--- src/rtl/assert_macros.svh ---
// Assertion helpers for the matcher RTL.
`ifndef ASSERT_MACROS_SVH
`define ASSERT_MACROS_SVH

`ifndef ASSERT_OFF
// Same-cycle implication.
`define ASSERT_IMPLIES(label, clk, rst, ante, cons) \
   label: assert property (@(posedge clk) disable iff (rst) (ante) |-> (cons)) \
      else $error("assertion failed: label");
// Next-cycle implication.
`define ASSERT_NEXT(label, clk, rst, ante, cons) \
   label: assert property (@(posedge clk) disable iff (rst) (ante) |=> (cons)) \
      else $error("assertion failed: label");
`else
`define ASSERT_IMPLIES(label, clk, rst, ante, cons)
`define ASSERT_NEXT(label, clk, rst, ante, cons)
`endif

`endif

--- src/rtl/wspm_pkg.sv ---
package wspm_pkg;

   // pattern capacity and derived widths
   localparam int PATTERN_MAX = 32;
   localparam int LEN_W = $clog2(PATTERN_MAX + 1);
   localparam int IDX_W = (PATTERN_MAX > 1) ? $clog2(PATTERN_MAX) : 1;
   localparam int SYM_W = 8;

   localparam logic [SYM_W-1:0] SYM_STAR = 8'h2A;
   localparam logic [SYM_W-1:0] SYM_ANY  = 8'h2E;

   typedef enum logic [1:0] {
      FUNC_APPEND = 2'd0,
      FUNC_START  = 2'd1,
      FUNC_TEXT   = 2'd2,
      FUNC_END    = 2'd3
   } func_type;

   typedef enum logic [1:0] {
      ST_IDLE  = 2'b01,
      ST_SWEEP = 2'b10
   } state_type;

   // control from the sequencer to the column unit
   typedef struct packed {
      logic             load;      // begin a row pass
      logic             step;      // compute one column this cycle
      logic             build;     // empty-text row instead of text sweep
      logic             first;     // column one
      logic [SYM_W-1:0] text;      // current text byte
      logic             old_row0;  // row entry zero before the pass
      logic             old_j;     // row entry of this column before the pass
   } col_ctrl_type;

endpackage

--- src/rtl/wspm_ifs.sv ---
// request channel: command plus byte
interface wspm_req_if;
   logic                     valid;
   logic                     ready;
   logic [1:0]               func;
   logic [wspm_pkg::SYM_W-1:0] symbol;

   modport source (output valid, output func, output symbol, input ready);
   modport sink (input valid, input func, input symbol, output ready);
endinterface

// result channel: match report
interface wspm_rsp_if;
   logic valid;
   logic ready;
   logic matched;
   logic overflowed;

   modport source (output valid, output matched, output overflowed, input ready);
   modport sink (input valid, input matched, input overflowed, output ready);
endinterface

--- src/rtl/wildcard_star_pattern_match_top.sv ---
// Append and end items are accepted while idle; end's result is registered and
// valid the next cycle. Start and text items sweep the pattern one column a cycle
// through the pattern RAM read port; with an empty pattern no sweep is run.
// No new item is accepted during a sweep or while a result waits to be taken.
// Reset (synchronous): length, overflow and result valid cleared, match row back
// to only entry zero set; pattern RAM contents and result bits are not cleared.
`include "assert_macros.svh"

module wildcard_star_pattern_match_top (
   input  logic       clock,
   input  logic       reset,
   wspm_req_if.sink   req_in,
   wspm_rsp_if.source rsp_out
);

   localparam int MAX = wspm_pkg::PATTERN_MAX;
   localparam int LW  = wspm_pkg::LEN_W;
   localparam int IW  = wspm_pkg::IDX_W;

   wspm_pkg::state_type          state_ff, state_in;
   logic [LW-1:0]                len_ff, len_in;
   logic                         ovf_ff, ovf_in;
   logic [MAX:0]                 row_ff, row_in;
   logic [LW-1:0]                rd_idx_ff, rd_idx_in;
   logic                         rd_pend_ff, rd_pend_in;
   logic [LW-1:0]                col_ff, col_in;
   logic [wspm_pkg::SYM_W-1:0]   sym_ff, sym_in;
   logic                         build_ff, build_in;
   logic                         rsp_valid_ff, rsp_valid_in;
   logic                         matched_ff, matched_in;
   logic                         overflowed_ff, overflowed_in;

   logic                         accept, issue, wr_en, col_bit;
   logic [wspm_pkg::SYM_W-1:0]   pat_byte;
   wspm_pkg::func_type           func;
   wspm_pkg::col_ctrl_type       ctrl;

   assign func   = wspm_pkg::func_type'(req_in.func);
   assign req_in.ready = (state_ff == wspm_pkg::ST_IDLE) &&
                         (!rsp_valid_ff || rsp_out.ready);
   assign accept = req_in.valid && req_in.ready;
   assign issue  = (state_ff == wspm_pkg::ST_SWEEP) && (rd_idx_ff < len_ff);
   assign wr_en  = accept && (func == wspm_pkg::FUNC_APPEND) &&
                   (len_ff < LW'(MAX));

   // pattern store
   wspm_ram #(.WIDTH(wspm_pkg::SYM_W), .DEPTH(MAX)) u_pat_ram (
      .clock   (clock),
      .wr_en   (wr_en),
      .wr_addr (len_ff[IW-1:0]),
      .wr_data (req_in.symbol),
      .rd_en   (issue),
      .rd_addr (rd_idx_ff[IW-1:0]),
      .rd_data (pat_byte)
   );

   // column unit control
   always_comb begin
      ctrl.load     = accept && ((func == wspm_pkg::FUNC_START) ||
                                 (func == wspm_pkg::FUNC_TEXT));
      ctrl.step     = rd_pend_ff;
      ctrl.build    = ctrl.load ? (func == wspm_pkg::FUNC_START) : build_ff;
      ctrl.first    = (col_ff == LW'(1));
      ctrl.text     = sym_ff;
      ctrl.old_row0 = row_ff[0];
      ctrl.old_j    = row_ff[col_ff];
   end

   wspm_col u_col (
      .clock    (clock),
      .ctrl     (ctrl),
      .pat_byte (pat_byte),
      .col_bit  (col_bit)
   );

   // sequencer
   always_comb begin
      state_in      = state_ff;
      len_in        = len_ff;
      ovf_in        = ovf_ff;
      row_in        = row_ff;
      rd_idx_in     = rd_idx_ff;
      rd_pend_in    = issue;
      col_in        = col_ff;
      sym_in        = sym_ff;
      build_in      = build_ff;
      rsp_valid_in  = rsp_valid_ff && !rsp_out.ready;
      matched_in    = matched_ff;
      overflowed_in = overflowed_ff;
      if (issue) begin
         rd_idx_in = rd_idx_ff + LW'(1);
      end
      if (rd_pend_ff) begin
         row_in[col_ff] = col_bit;
         col_in         = col_ff + LW'(1);
         if (col_ff == len_ff) begin
            state_in = wspm_pkg::ST_IDLE;
         end
      end
      if (accept) begin
         case (func)
            wspm_pkg::FUNC_APPEND: begin
               if (len_ff < LW'(MAX)) begin
                  len_in = len_ff + LW'(1);
               end else begin
                  ovf_in = 1'b1;
               end
            end
            wspm_pkg::FUNC_START, wspm_pkg::FUNC_TEXT: begin
               row_in[0] = (func == wspm_pkg::FUNC_START);
               build_in  = (func == wspm_pkg::FUNC_START);
               sym_in    = req_in.symbol;
               rd_idx_in = '0;
               col_in    = LW'(1);
               if (len_ff != '0) begin
                  state_in = wspm_pkg::ST_SWEEP;
               end
            end
            wspm_pkg::FUNC_END: begin
               rsp_valid_in  = 1'b1;
               matched_in    = row_ff[len_ff] && !ovf_ff;
               overflowed_in = ovf_ff;
               len_in        = '0;
               ovf_in        = 1'b0;
               row_in        = (MAX + 1)'(1);
            end
            default: begin
               state_in = state_ff;
            end
         endcase
      end
   end

   always_ff @(posedge clock) begin
      if (reset) begin
         state_ff     <= wspm_pkg::ST_IDLE;
         len_ff       <= '0;
         ovf_ff       <= 1'b0;
         row_ff       <= (MAX + 1)'(1);
         rd_idx_ff    <= '0;
         rd_pend_ff   <= 1'b0;
         rsp_valid_ff <= 1'b0;
      end else begin
         state_ff     <= state_in;
         len_ff       <= len_in;
         ovf_ff       <= ovf_in;
         row_ff       <= row_in;
         rd_idx_ff    <= rd_idx_in;
         rd_pend_ff   <= rd_pend_in;
         rsp_valid_ff <= rsp_valid_in;
      end
      col_ff        <= col_in;
      sym_ff        <= sym_in;
      build_ff      <= build_in;
      matched_ff    <= matched_in;
      overflowed_ff <= overflowed_in;
   end

   assign rsp_out.valid      = rsp_valid_ff;
   assign rsp_out.matched    = matched_ff;
   assign rsp_out.overflowed = overflowed_ff;

   // checks
   `ASSERT_IMPLIES(a_busy_not_ready, clock, reset, state_ff == wspm_pkg::ST_SWEEP, !req_in.ready)
   `ASSERT_IMPLIES(a_rd_in_range, clock, reset, state_ff == wspm_pkg::ST_SWEEP, rd_idx_ff <= len_ff)
   `ASSERT_IMPLIES(a_ovf_only_full, clock, reset, ovf_ff, len_ff == LW'(MAX))
   `ASSERT_NEXT(a_end_reports, clock, reset, accept && func == wspm_pkg::FUNC_END, rsp_valid_ff && len_ff == '0)
   `ASSERT_IMPLIES(a_read_in_sweep, clock, reset, rd_pend_ff, state_ff == wspm_pkg::ST_SWEEP)

endmodule

--- src/rtl/wspm_ram.sv ---
// generic single-write, single-read RAM with registered read data
module wspm_ram #(
   parameter int WIDTH = 8,
   parameter int DEPTH = 32,
   parameter int ADDR_W = (DEPTH > 1) ? $clog2(DEPTH) : 1
) (
   input  logic              clock,
   input  logic              wr_en,
   input  logic [ADDR_W-1:0] wr_addr,
   input  logic [WIDTH-1:0]  wr_data,
   input  logic              rd_en,
   input  logic [ADDR_W-1:0] rd_addr,
   output logic [WIDTH-1:0]  rd_data
);

   logic [WIDTH-1:0] mem_ff [DEPTH];
   logic [WIDTH-1:0] rd_data_ff;

   always_ff @(posedge clock) begin
      if (wr_en) begin
         mem_ff[wr_addr] <= wr_data;
      end
      if (rd_en) begin
         rd_data_ff <= mem_ff[rd_addr];
      end
   end

   assign rd_data = rd_data_ff;

endmodule

--- src/rtl/wspm_col.sv ---
// One pattern column per step: shared byte compare plus the running
// neighbor bits (new row j-1, j-2, old row j-1, element byte j-2).
module wspm_col (
   input  logic                         clock,
   input  wspm_pkg::col_ctrl_type       ctrl,
   input  logic [wspm_pkg::SYM_W-1:0]   pat_byte,
   output logic                         col_bit
);

   logic                       old_prev_ff, old_prev_in;
   logic                       new_m1_ff, new_m1_in;
   logic                       new_m2_ff, new_m2_in;
   logic [wspm_pkg::SYM_W-1:0] elem_ff, elem_in;
   logic                       is_star, is_any, lit_hit, elem_hit;

   // compares of the pattern and element bytes against the text byte and wildcards
   assign is_star  = (pat_byte == wspm_pkg::SYM_STAR);
   assign is_any   = (pat_byte == wspm_pkg::SYM_ANY);
   assign lit_hit  = (pat_byte == ctrl.text);
   assign elem_hit = (elem_ff == ctrl.text) || (elem_ff == wspm_pkg::SYM_ANY);

   // column value
   always_comb begin
      col_bit = 1'b0;
      if (is_star) begin
         if (ctrl.first) begin
            // leading star: no element, only repeats entry zero
            col_bit = new_m1_ff;
         end else if (ctrl.build) begin
            col_bit = new_m1_ff || new_m2_ff;
         end else begin
            col_bit = new_m1_ff || new_m2_ff || (ctrl.old_j && elem_hit);
         end
      end else if (!ctrl.build) begin
         col_bit = old_prev_ff && (is_any || lit_hit);
      end
   end

   // neighbor tracking
   always_comb begin
      old_prev_in = old_prev_ff;
      new_m1_in   = new_m1_ff;
      new_m2_in   = new_m2_ff;
      elem_in     = elem_ff;
      if (ctrl.load) begin
         old_prev_in = ctrl.old_row0;
         new_m1_in   = ctrl.build;
         new_m2_in   = 1'b0;
      end else if (ctrl.step) begin
         old_prev_in = ctrl.old_j;
         new_m1_in   = col_bit;
         new_m2_in   = new_m1_ff;
         elem_in     = pat_byte;
      end
   end

   always_ff @(posedge clock) begin
      old_prev_ff <= old_prev_in;
      new_m1_ff   <= new_m1_in;
      new_m2_ff   <= new_m2_in;
      elem_ff     <= elem_in;
   end

endmodule

--- src/flat_wrapper.sv ---
// flat-port wrapper written by rule: the top's interface ports become plain ports
module wildcard_star_pattern_match_top_flat 
  (clock, reset, req_in_valid, req_in_func, req_in_symbol, req_in_ready, rsp_out_valid, rsp_out_matched, rsp_out_overflowed, rsp_out_ready);
  wspm_req_if req_in_i ();
  wspm_rsp_if rsp_out_i ();
  input  logic clock;
  input  logic reset;
  input wire logic [$bits(req_in_i.valid)-1:0] req_in_valid;
  input wire logic [$bits(req_in_i.func)-1:0] req_in_func;
  input wire logic [$bits(req_in_i.symbol)-1:0] req_in_symbol;
  output wire logic [$bits(req_in_i.ready)-1:0] req_in_ready;
  output wire logic [$bits(rsp_out_i.valid)-1:0] rsp_out_valid;
  output wire logic [$bits(rsp_out_i.matched)-1:0] rsp_out_matched;
  output wire logic [$bits(rsp_out_i.overflowed)-1:0] rsp_out_overflowed;
  input wire logic [$bits(rsp_out_i.ready)-1:0] rsp_out_ready;
  assign req_in_i.valid = req_in_valid;
  assign req_in_i.func = req_in_func;
  assign req_in_i.symbol = req_in_symbol;
  assign req_in_ready = req_in_i.ready;
  assign rsp_out_valid = rsp_out_i.valid;
  assign rsp_out_matched = rsp_out_i.matched;
  assign rsp_out_overflowed = rsp_out_i.overflowed;
  assign rsp_out_i.ready = rsp_out_ready;
  wildcard_star_pattern_match_top u_core (.clock(clock), .reset(reset), .req_in(req_in_i), .rsp_out(rsp_out_i));
endmodule
--- config.mk ---
export PLATFORM = sky130hd
export DESIGN_NAME = wildcard_star_pattern_match_top_flat
export DESIGN_NICKNAME = d
export VERILOG_FILES = /design/src/rtl/wspm_pkg.sv /design/src/rtl/wspm_ifs.sv /design/src/rtl/wildcard_star_pattern_match_top.sv /design/src/rtl/wspm_ram.sv /design/src/rtl/wspm_col.sv /design/src/flat_wrapper.sv
export VERILOG_INCLUDE_DIRS = /design/src /design/src/rtl
export SDC_FILE = /design/constraint.sdc
export NUM_CORES = 1
export LEC_CHECK = 0
export ABC_AREA = 1
export BUFFER_PORTS_ARGS = -buffer_cell sky130_fd_sc_hd__buf_4
export CAP_MARGIN = 20
export CORE_MARGIN = 3
export CORE_UTILIZATION = 45
export DETAILED_ROUTE_END_ITERATION = 12
export PLACE_DENSITY = 0.59
export SKIP_CTS_REPAIR_TIMING = 1
export SYNTH_ARGS = -nofsm -noshare
export SYNTH_HDL_FRONTEND = slang
export SYNTH_HIERARCHICAL = 1
export SYNTH_SLANG_ARGS = --single-unit
--- constraint.sdc ---
create_clock -name clock -period 2.95 [get_ports clock]
set_clock_uncertainty 0.15 [all_clocks]
set_input_delay 0.1475 -clock clock [delete_from_list [all_inputs] [get_ports clock]]
set_output_delay 0.1475 -clock clock [all_outputs]
set_load 0.005 [all_outputs]
## After elaboration in Yosys (flattened, before gate mapping)

Memory sizes are Yosys's and may differ from the RTL's. A register that Yosys moved wholly into a read port is not among the register bits.
Index checks and enable logic that the tools add are counted.

- Multiply operators: 0
- Bitwise logic cells: 1
- Shift operators: 0
- Equal/unequal tests: 14
- Add/sub/neg operators: 3
- Reductions and logical operators: 30
- $lt $le $gt $ge: 5
- Divide/modulo/power cells: 0
- Mux-type cells: 39

Operators with widths:

| kind | count |
|---|---|
| 33-bit 2-to-1 mux | 2 |
| 6-bit 2-to-1 mux | 7 |
| 33-bit bitwise mux | 1 |
| 32-bit 2-to-1 mux | 1 |
| 8-bit by 6-bit == test with 1-bit output, second input constant | 3 |
| 6-bit by 1-bit adder with 6-bit output, second input constant | 3 |
| 1-bit 2-to-1 mux | 17 |
| 8-bit == test | 2 |
| 6-bit by 7-bit < comparator with 1-bit output, second input constant | 2 |
| 1-bit binary-select mux with 6-bit select | 2 |
| 6-bit case mux with 2 select lines | 1 |
| 1-bit logical AND | 11 |
| 2-bit 2-to-1 mux | 5 |
| 1-bit demux with 6-bit select | 1 |
| 2-bit == test, second input constant | 3 |
| 6-bit by 1-bit == test with 1-bit output, second input constant | 1 |
| 6-bit == test | 1 |
| 6-bit by 1-bit greater-or-equal comparator with 1-bit output, second input constant | 1 |
| 1-bit logical OR | 6 |
| 6-bit < comparator | 1 |
| 6-bit < comparator, second input constant | 1 |
| 2-bit AND reduction | 3 |
| 3-bit AND reduction | 2 |
| 6-bit nonzero test | 1 |
| 8 further kinds | 14 |

- Bits in latches: 0
- Word-level logic and storage cells: 109
- Memories kept: 1
- Output and inout bits: 4
- Bits in registers: 78
- Input port bits: 14
- Bits in read-only memories: 0
- RAM bits: 256

Memories:

| memory | depth | bits a word | rd ports | clocked after Yosys merged registers in | wr ports | line | RTL |
|---|---|---|---|---|---|---|---|
| u_core.u_pat_ram.mem_ff | 32 | 8 | 1 | 1 | 1 | wspm_ram.sv:16 | `logic [WIDTH-1:0] mem_ff [DEPTH];` |

## Longest topological paths before layout

- Word-level depth: 13
- Gate-level depth with buffers: 21
- Mapped depth without buffers: 20

## Cells and area by module

The synthesis kept the hierarchy.

By module, submodules not included:

| module | area an instance (sq um) | sequential area each (sq um) | times used | cells an instance |
|---|---|---|---|---|
| wspm_ram | 10866.7 | 7927.6 | 1 | 922 |
| wildcard_star_pattern_match_top | 3834.9 | 1451.4 | 1 | 533 |
| wspm_col | 703.2 | 320.3 | 1 | 92 |

## Worst setup path after synthesis

OpenSTA, ideal clock, no wires.

- Kind: register -> register
- Start point: reg u_core.col_ff[0]
- End point: reg u_core.row_ff[10]
- Data required time: 2658 ps
- Path buffers: 4
- Period minus slack after synthesis: 2649 ps
- Data arrival time: 2357 ps
- Stages on the path, launching flop included: 21
- Slack: 301 ps
- Library setup time: 142 ps
- Cell sequence: dfxtp_1 -> buf_2 -> buf_2 -> a21oi_1 -> o21ai_0 -> nand3_1 -> o21ai_1 -> nand2_1 -> nor2_1 -> nand2_1 -> inv_1 -> nor2_1 -> nand2_1 -> nand2_1 -> nand2_1 -> nand2_1 -> and2_1 -> buf_2 -> inv_1 -> clkbuf_1 -> a311oi_1

RTL lines:

| element | line | RTL |
|---|---|---|
| start: declaration | wildcard_star_pattern_match_top.sv:26 | `logic [LW-1:0] col_ff, col_in;` |
| start signal: assignment | wildcard_star_pattern_match_top.sv:152 | `col_ff <= col_in;` |
| end signal: assignment | wildcard_star_pattern_match_top.sv:139 | `row_ff <= (MAX + 1)'(1);` |
| end signal: assignment | wildcard_star_pattern_match_top.sv:147 | `row_ff <= row_in;` |
| end: declaration | wildcard_star_pattern_match_top.sv:23 | `logic [MAX:0] row_ff, row_in;` |

==> flow_summary.yaml <==
cells_and_area:
  final_area_um2: 17600
  drive_above_1_share_pct: 10.8
  diodes: 0
  layout.nets: 1638
  area_growth_pct: 14.3
worst_setup_path:
  cp.arrival_ps: 2880
  required_ps: 3200
  cp-end-kind: "flip-flop"
  cp-start-kind: "flip-flop"
  rr_worst_depth: 19
  path_max_fanout: 22
  crit_type: "flip-flop to flip-flop"
clock_tree:
  worstSkewPairLatency_ps: 540
  cts.sinks: 342
  clk_pin_slew_ps: 60
  cts_buffers: 38
  clock_path_buffers: 3
  cts_tree: "built"
  htreeDepth: 2
  cts-root-buf: "clkbuf_16"
sta:
  finalSetupTns_ps: 0
  worst_slack_ps: 315
  relSlewSlack_pct: 46.9
  fin_crit_ps: 2640
  hold_viol_final: 0
  setup_violations: 0
  fin_crit_sh_pct: 89.3
  timing.hold.ws_ps: 14.9
  fmax_mhz: 380
  rsz0062_at_grt: "false"
  maxSlewViolCount: 0
  worst_pin_slew_ps: 795
yosys:
  synth-seq-cells: 342
  netlist-cell-type-count: 38
  syn_inst: 1547
  synth.cell_area_um2: 15400
  synth_nets: 1574
  seq_area_frac_synth_pct: 63.0
  yosysWarnings: 6
  syn_area_per_cell_um2: 9.96
drt:
  finalWirelength_um: 37700
  viasPerCell: 5.27
  firstDrtPassIters: 5
  drc: 0
  ant_nets: 0
  routed-via-count: 10996
  wl_per_cell_um: 18.0
  drt_iter0_drc: 942
worst_hold_path:
  holdCritPathClass: "input port to flip-flop"
  whs_path_depth: 5
run:
  cap_violations: 0
pwr:
  p_per_area_nw_per_um2: 600
  leakagePower_nw: 6.55
  ir_worst_vdd_mv: 0.488
  power_mw: 10.6
floorplan:
  die_w_um: 191
  rows: 67
  core_region_area_um2: 33600
  start_util_pct: 45.8
  io_pins: 18
  die_h_um: 191
  fp.dieArea_um2: 36500
place:
  dp_slack_ps: 381
  port_buffers: 17
  placed_cell_area_um2: 16200
  hpwl_um: 23700
  gp_congestion: 0.891
status:
  status: "finished clean"
global_routing:
  antenna_found_initial: 0
  grt_pass1_vias: 10366
  grt_max_degree: 135
  gr-total-overflow: 0
  grt_pass1_wl_um: 59400
  gr-usage-all-layers_pct: 20.9
state kept, by name, indices dropped and copies added, names as in the netlist, 6 cells and up:
register                  count
u_core/col_ff                 6
u_core/rd_idx_ff              6
u_core/len_ff                 6
u_core/u_pat_ram/rd_data      8
u_core/u_pat_ram/mem_ff     256
u_core/row_ff                33
u_core/sym_ff                 8
u_core/u_col/elem_ff          8
cells in the final DEF (no fill, tap or decap), drive strengths merged, types with 15 or more instances in the layout:
| cell | instances |
|---|---|
| nand2 | 536 |
| edfxtp | 285 |
| nand3 | 241 |
| inv | 91 |
| nor2 | 86 |
| buf | 85 |
| dfxtp | 57 |
| a21oi | 56 |
| clkbuf | 44 |
| o21ai | 33 |
| a311oi | 24 |
| clkinv | 15 |
metrics by stage:
stage,std cells,utilization (%)
after detailed placement,2007,48.1
after global routing,2088,52.4
after floorplan,1547,-
final,2088,52.4
after global placement,2007,48.1
after CTS,2076,52.0
cell families after synthesis:
group	synth area share [%]
flops	63.0
xor+xnor	0.910
simple gates	24.8
fa+ha+maj	1.06
compound gates	4.74
buf+inv	5.50
report_power, final:
group	internal (mW)	total (mW)	switching [mW]	leakage (nW)
Combinational	0.0919	0.309	0.217	2.88
Clock	3.05	4.97	1.92	0.648
Sequential	5.25	5.27	0.0227	3.03
cells in the mapped netlist:
cell type,n,share of area (%)
ha_1,13,1.1
buf_4,6,0.29
or2_0,3,0.12
nand2_4,1,0.073
a211oi_1,2,0.097
nor4_2,1,0.081
xnor2_1,11,0.63
o21ai_0,27,0.88
nand4_2,1,0.081
nand4_1,8,0.32
nor3_4,2,0.21
o21a_1,3,0.15
a21oi_1,55,1.8
nand3_1,241,7.8
o21ai_1,6,0.19
inv_1,78,1.9
nor2_8,1,0.13
a21oi_2,1,0.057
edfxtp_1,285,56
xor2_1,5,0.28
nor3b_1,1,0.049
nand2_1,532,13
buf_2,29,0.94
dfxtp_1,57,7.4
nor2_2,3,0.12
nor2_1,76,1.9
buf_6,24,1.8
clkbuf_1,12,0.29
o32ai_1,1,0.057
a211oi_2,1,0.081
nor3_1,12,0.39
nor2_4,6,0.44
nand2_2,3,0.12
and2_1,1,0.041
o22ai_1,2,0.081
a311oi_1,24,1.4
buf_1,2,0.049
inv_2,11,0.27
layer usage:
| layer | part of all wire [%] | wire (um) | vias up | track usage [%] |
|---|---|---|---|---|
| li1 | - | - | 5418 | - |
| met1 | 46 | 17200 | 5230 | 29.9 |
| met2 | 47 | 17800 | 302 | 34.1 |
| met3 | 5.5 | 2080 | 46 | 2.93 |
| met4 | 1.6 | 611 | 0 | 4.52 |
| met5 | 0 | 0 | - | 0 |
final cells by class:
cell class	count	area (um2)
fillers	2951	16000
flip-flops and latches	342	9700
multi-input cells	1043	4860
clock buffers	44	995
repair buffers	97	821
well taps	448	561
inverters	89	337
clock inverters	25	330
critical path, cell delays in order (launching register included):
cell	delay (ps)
dfxtp_1	500
inv_2	170
nand2_1	150
nor2_1	70
nand2_1	70
nand3_1	100
o21ai_1	150
nand2_1	70
nor2_1	90
nand2_1	60
inv_1	70
nor2_1	40
nand2_1	60
nand2_1	40
nand2_1	50
nand2_1	60
and2_1	150
inv_1	170
buf_12	190
a311oi_1	100
worst paths after layout:
check	start	end	slack [ps]
hold reg to reg	u_core/ovf_ff	u_core/rsp_out.overflowed	290
setup / recovery	u_core/col_ff[1]	u_core/row_ff[25]	310
hold / removal	req_in_func[1]	u_core/len_ff[0]	10
setup reg to reg	u_core/col_ff[1]	u_core/row_ff[25]	310
Power figures use the tool's default switching activity.
